### src/rtl/core/pcbp_pkg.sv
// ----------------------------------------------------------------------------
// pcbp_pkg
// Shared types and constants of the prefix code bit packer: request and
// result payloads, request codes, table layout and controller interface.
// ----------------------------------------------------------------------------
package pcbp_pkg;

  localparam int BYTE_BITS    = 8;
  localparam int CODE_W       = 32;
  localparam int LEN_W        = 6;
  localparam int MAX_CODE_LEN = 32;
  localparam int NUM_SYMBOLS  = 256;
  localparam int SYM_W        = 8;
  localparam int SYM_AW       = $clog2(NUM_SYMBOLS);
  localparam int ENTRY_W      = CODE_W + LEN_W;
  localparam int SHIFT_W      = BYTE_BITS + CODE_W;
  localparam int CNT_W        = 6;
  localparam int PEND_W       = 3;
  localparam int USED_W       = 4;

  // A code word holds at most CODE_W bits
  localparam int LEN_CAP      = (MAX_CODE_LEN < CODE_W) ? MAX_CODE_LEN : CODE_W;

  // Request codes
  localparam logic [1:0] REQ_WRITE  = 2'd0;
  localparam logic [1:0] REQ_ENCODE = 2'd1;
  localparam logic [1:0] REQ_FLUSH  = 2'd2;

  typedef struct packed {
    logic [1:0]        req_type;
    logic [SYM_W-1:0]  symbol;
    logic [CODE_W-1:0] code_word;
    logic [LEN_W-1:0]  code_length;
  } pcbp_req_t;

  typedef struct packed {
    logic [BYTE_BITS-1:0] out_byte;
    logic [USED_W-1:0]    used_bits;
    logic                 is_final;
    logic                 last_of_run;
  } pcbp_res_t;

  // Controller to datapath
  typedef struct packed {
    logic table_wr;
    logic table_rd;
    logic load;
    logic emit;
    logic commit;
    logic flush;
  } pcbp_cmd_t;

  // Datapath to controller
  typedef struct packed {
    logic sym_ok;
    logic byte_ready;
    logic out_free;
  } pcbp_sts_t;

endpackage

### src/rtl/core/pcbp_ctrl.sv
// ----------------------------------------------------------------------------
// pcbp_ctrl
// Controller: accepts one request transaction at a time and sequences the
// table access, byte emission and accumulator update.
// ----------------------------------------------------------------------------
module pcbp_ctrl
  import pcbp_pkg::*;
(
  input  logic       clk,
  input  logic       rst,
  input  logic       req_valid,
  output logic       req_stall,
  input  logic [1:0] req_type,
  input  pcbp_sts_t  sts,
  output pcbp_cmd_t  cmd
);

  typedef enum logic [1:0] {
    ST_IDLE,
    ST_READ,
    ST_EMIT,
    ST_FLUSH
  } state_t;

  state_t state;
  state_t state_next;
  logic   accept;

  assign req_stall = (state != ST_IDLE);
  assign accept    = req_valid && !req_stall;

  // Decode commands and next state
  always_comb begin
    cmd        = '0;
    state_next = state;
    case (state)
      ST_IDLE: begin
        if (accept) begin
          case (req_type)
            REQ_WRITE: begin
              cmd.table_wr = 1'b1;
            end
            REQ_ENCODE: begin
              if (sts.sym_ok) begin
                cmd.table_rd = 1'b1;
                state_next   = ST_READ;
              end
            end
            REQ_FLUSH: begin
              state_next = ST_FLUSH;
            end
            default: begin
            end
          endcase
        end
      end
      ST_READ: begin
        cmd.load   = 1'b1;
        state_next = ST_EMIT;
      end
      ST_EMIT: begin
        if (sts.byte_ready) begin
          cmd.emit = sts.out_free;
        end else begin
          cmd.commit = 1'b1;
          state_next = ST_IDLE;
        end
      end
      ST_FLUSH: begin
        if (sts.out_free) begin
          cmd.flush  = 1'b1;
          state_next = ST_IDLE;
        end
      end
      default: begin
        state_next = ST_IDLE;
      end
    endcase
  end

  // Hold state
  always_ff @(posedge clk) begin
    if (rst) begin
      state <= ST_IDLE;
    end else begin
      state <= state_next;
    end
  end

endmodule

### config.mk
export PLATFORM = sky130hd
export DESIGN_NAME = pcbp_ctrl
export DESIGN_NICKNAME = d
export VERILOG_FILES = /design/src/rtl/core/pcbp_pkg.sv /design/src/rtl/core/pcbp_ctrl.sv
export SDC_FILE = /design/constraint.sdc
export NUM_CORES = 1
export LEC_CHECK = 0
export ABC_AREA = 1
export ABC_CLOCK_PERIOD_IN_PS = 1000
export BUFFER_PORTS_ARGS = -buffer_cell sky130_fd_sc_hd__buf_2
export CAP_MARGIN = 15
export CORE_AREA = 2 2 39 41
export CTS_CLUSTER_DIAMETER = 200
export DETAILED_ROUTE_END_ITERATION = 6
export DIE_AREA = 0 0 41 43
export SLEW_MARGIN = 25
export SYNTH_ARGS = -nofsm -noshare
export SYNTH_HDL_FRONTEND = slang
export SYNTH_SLANG_ARGS = --single-unit
### constraint.sdc
create_clock -name clk -period 1 [get_ports clk]
set_input_delay 0.1 -clock clk [delete_from_list [all_inputs] [get_ports clk]]
set_output_delay 0.1 -clock clk [all_outputs]
set_load 0.02 [all_outputs]
==> results_dict.tcl <==
set metrics [dict create \
    status "finished with violations" \
    violations "negative setup slack" \
    p_leak_nw 0.190 \
    avgViaCountPerCell 3.63 \
    syn-cell-area_sq_um 158 \
    fin_setup_tns_ns -0.344 \
    cts_sinks 2 \
    hold_slack_ns 0.0370 \
    overflow 0 \
    clock-root-buffer "clkbuf_4" \
    rsz0062_at_grt "true" \
    fmax_mhz 910 \
    yosys_warnings 0 \
    syn_inst 29 \
    wirelength_um 483 \
    yosysTopAreaCell "dfxtp_1" \
    largest_reg_flops 2 \
    syn_to_final_growth_pct 110 \
    max_cap_viol_count 0 \
    cp-end-kind "primary output" \
    top_register "state" \
    setup_violations 6 \
    track_usage 0.0741 \
    max_slew_margin 0.908 \
    path_max_fanout 4 \
    synth_cell_types 9 \
    synth_nets 37 \
    synth_edf_count 0 \
    firstDrtPassIters 2 \
    drtAntennaViolNets 0 \
    final_util 0.239 \
    die-area_sq_um 1760 \
    synth_top_cell_area_share 0.254 \
    fin_crit_sh 1.10 \
    grt_pass1_wl_um 745 \
    cts_tree "yes" \
    rr_startpoint "state[1]$_SDFFE_PP0P_" \
    drc 0 \
    core_area_sq_um 1380 \
    yosys-top-cells-area "dfxtp_1, nand2_1, nand3_1, inv_1, nor2_1" \
    cts_buffers 3 \
    cts_buffer_depth 2 \
    via_count 229 \
    ys_async_sr_fraction 0 \
    globalplace.congestion 0.647 \
    fillers 166 \
    critical_path_required_ns 0.90 \
    startpoint_type "register" \
    diodes 0 \
    start_util 0.114 \
    drtIter0Drc 3 \
    grt_pass1_vias 215 \
    io_pins 15 \
    antenna_found_initial 0 \
    cts_hold_buf 0 \
    routedWlPerCell_um 7.67 \
    rows 14 \
    hold_path.class "input port to register" \
    layout-drive-gt1-share 0.532 \
    crit_arrival_ns 1.00 \
    path_clk_slew_ns 0.03 \
    startpoint "state[0]$_SDFFE_PP0P_" \
    synthTopCellsByCount "nand2_1, inv_1, nor2_1" \
    h-tree-depth 1 \
    fin_crit_ns 1.10 \
    place_inst 59 \
    maxSlewViolCount 0 \
    fin_cells 63 \
    max_stage_delay_ns 0.35 \
    hold_viol 0 \
    finalClockSkew_ns 0.000790 \
    worst_pin_slew_ns 0.136 \
    cpMaxStageDelayCell "dfxtp_4" \
    hold_start "rst" \
    path_class "register to primary output" \
    fin_nets 57 \
    port_buffers 14 \
    die_h_um 43 \
    vdd_drop_max_v 0.000220 \
    reg_top3 "state: 2 flops" \
    dieWidth_um 41 \
    worstPathCellList "inv_4 > nand3_4 > nor3_4 > buf_4" \
    grt_max_degree 7 \
    p_per_area_nw_per_um2 1110 \
    yosysSeqAreaShare 0.254 \
    dpl.hpwl_um 378 \
    synth_ff_type "dfxtp_1" \
    syn_avg_cell_area_sq_um 5.44 \
    yosys.cell_count.top_type "nand2_1" \
    ys_seq_elements 2 \
    insertion_delay_ns 0.22 \
    setup_slack_ns -0.0989 \
]
per-layer routing:
layer	track usage	wire length, um
met5	0	0
met4	0.0800	0
met2	0.100	267
met3	0.0890	50
met1	0.0414	165
cells in the final DEF, fill, tap and decap left out:
| cell type | instances |
|---|---|
| buf_2 | 8 |
| nand2_1 | 6 |
| buf_4 | 6 |
| inv_1 | 5 |
| nor2_1 | 5 |
| nand3_1 | 4 |
| clkbuf_4 | 3 |
| inv_4 | 2 |
| nand3_4 | 1 |
| nor3_1 | 1 |
| nor3_2 | 1 |
| nor3_4 | 1 |
| a21oi_1 | 1 |
| buf_6 | 1 |
| dfxtp_4 | 1 |
| dfxtp_2 | 1 |
worst paths after layout:
kind	endpoint	slack [ns]	cells after the start
worst max-delay path	cmd[5]	-0.1	4
worst min-delay path	state[0]$_SDFFE_PP0P_	0.04	2
worst max register to register	state[1]$_SDFFE_PP0P_	0.13	6
worst min register to register	state[0]$_SDFFE_PP0P_	0.53	2
logic make-up after synthesis:
family                 share of synthesized area
AOI/OAI and AO/OA                         0.0317
buffers and inverters                      0.167
DFF                                        0.254
and+or+nand+nor                            0.548
area by class of cell:
class                           count  area [sq um]  area share
Clock buffer                        3          22.5      0.0682
Multi-Input combinational cell     20           115       0.348
Inverter                            7          31.3      0.0947
Sequential cell                     2          45.0       0.136
Tap cell                           16          20.0      0.0606
Timing Repair Buffer               15          96.3       0.292
where the power goes:
group          internal (W)  switching (W)  leakage (nW)
clock network      0.000132      0.0000433        0.0138
registers         0.0000840     0.00000555        0.0175
logic             0.0000452      0.0000564         0.158
total              0.000261       0.000105         0.190
metrics by stage:
step                      area [sq um]  total power [W]  setup WS, ns
after floorplan                    168         0.000138        0.0305
after global placement             258         0.000170        0.0963
after detailed placement           258         0.000171        0.0609
after CTS                          310         0.000369        -0.112
after global routing               330         0.000416        -0.178
final                              330         0.000367       -0.0989
worst max-delay path, delay by kind of cell (launching register included):
| kind | cells | cell delay, ns |
|---|---|---|
| simple gates | 2 | 0.20 |
| buf+inv | 2 | 0.24 |
| flops | 1 | 0.35 |
repair_timing:
action,4_1_cts,5_1_grt
setup buffers,0,1
pin swaps,2,1
setup endpoints to repair,6,7
gates resized for setup,11,3
No activity file was read; power rests on OpenSTA's default activity.
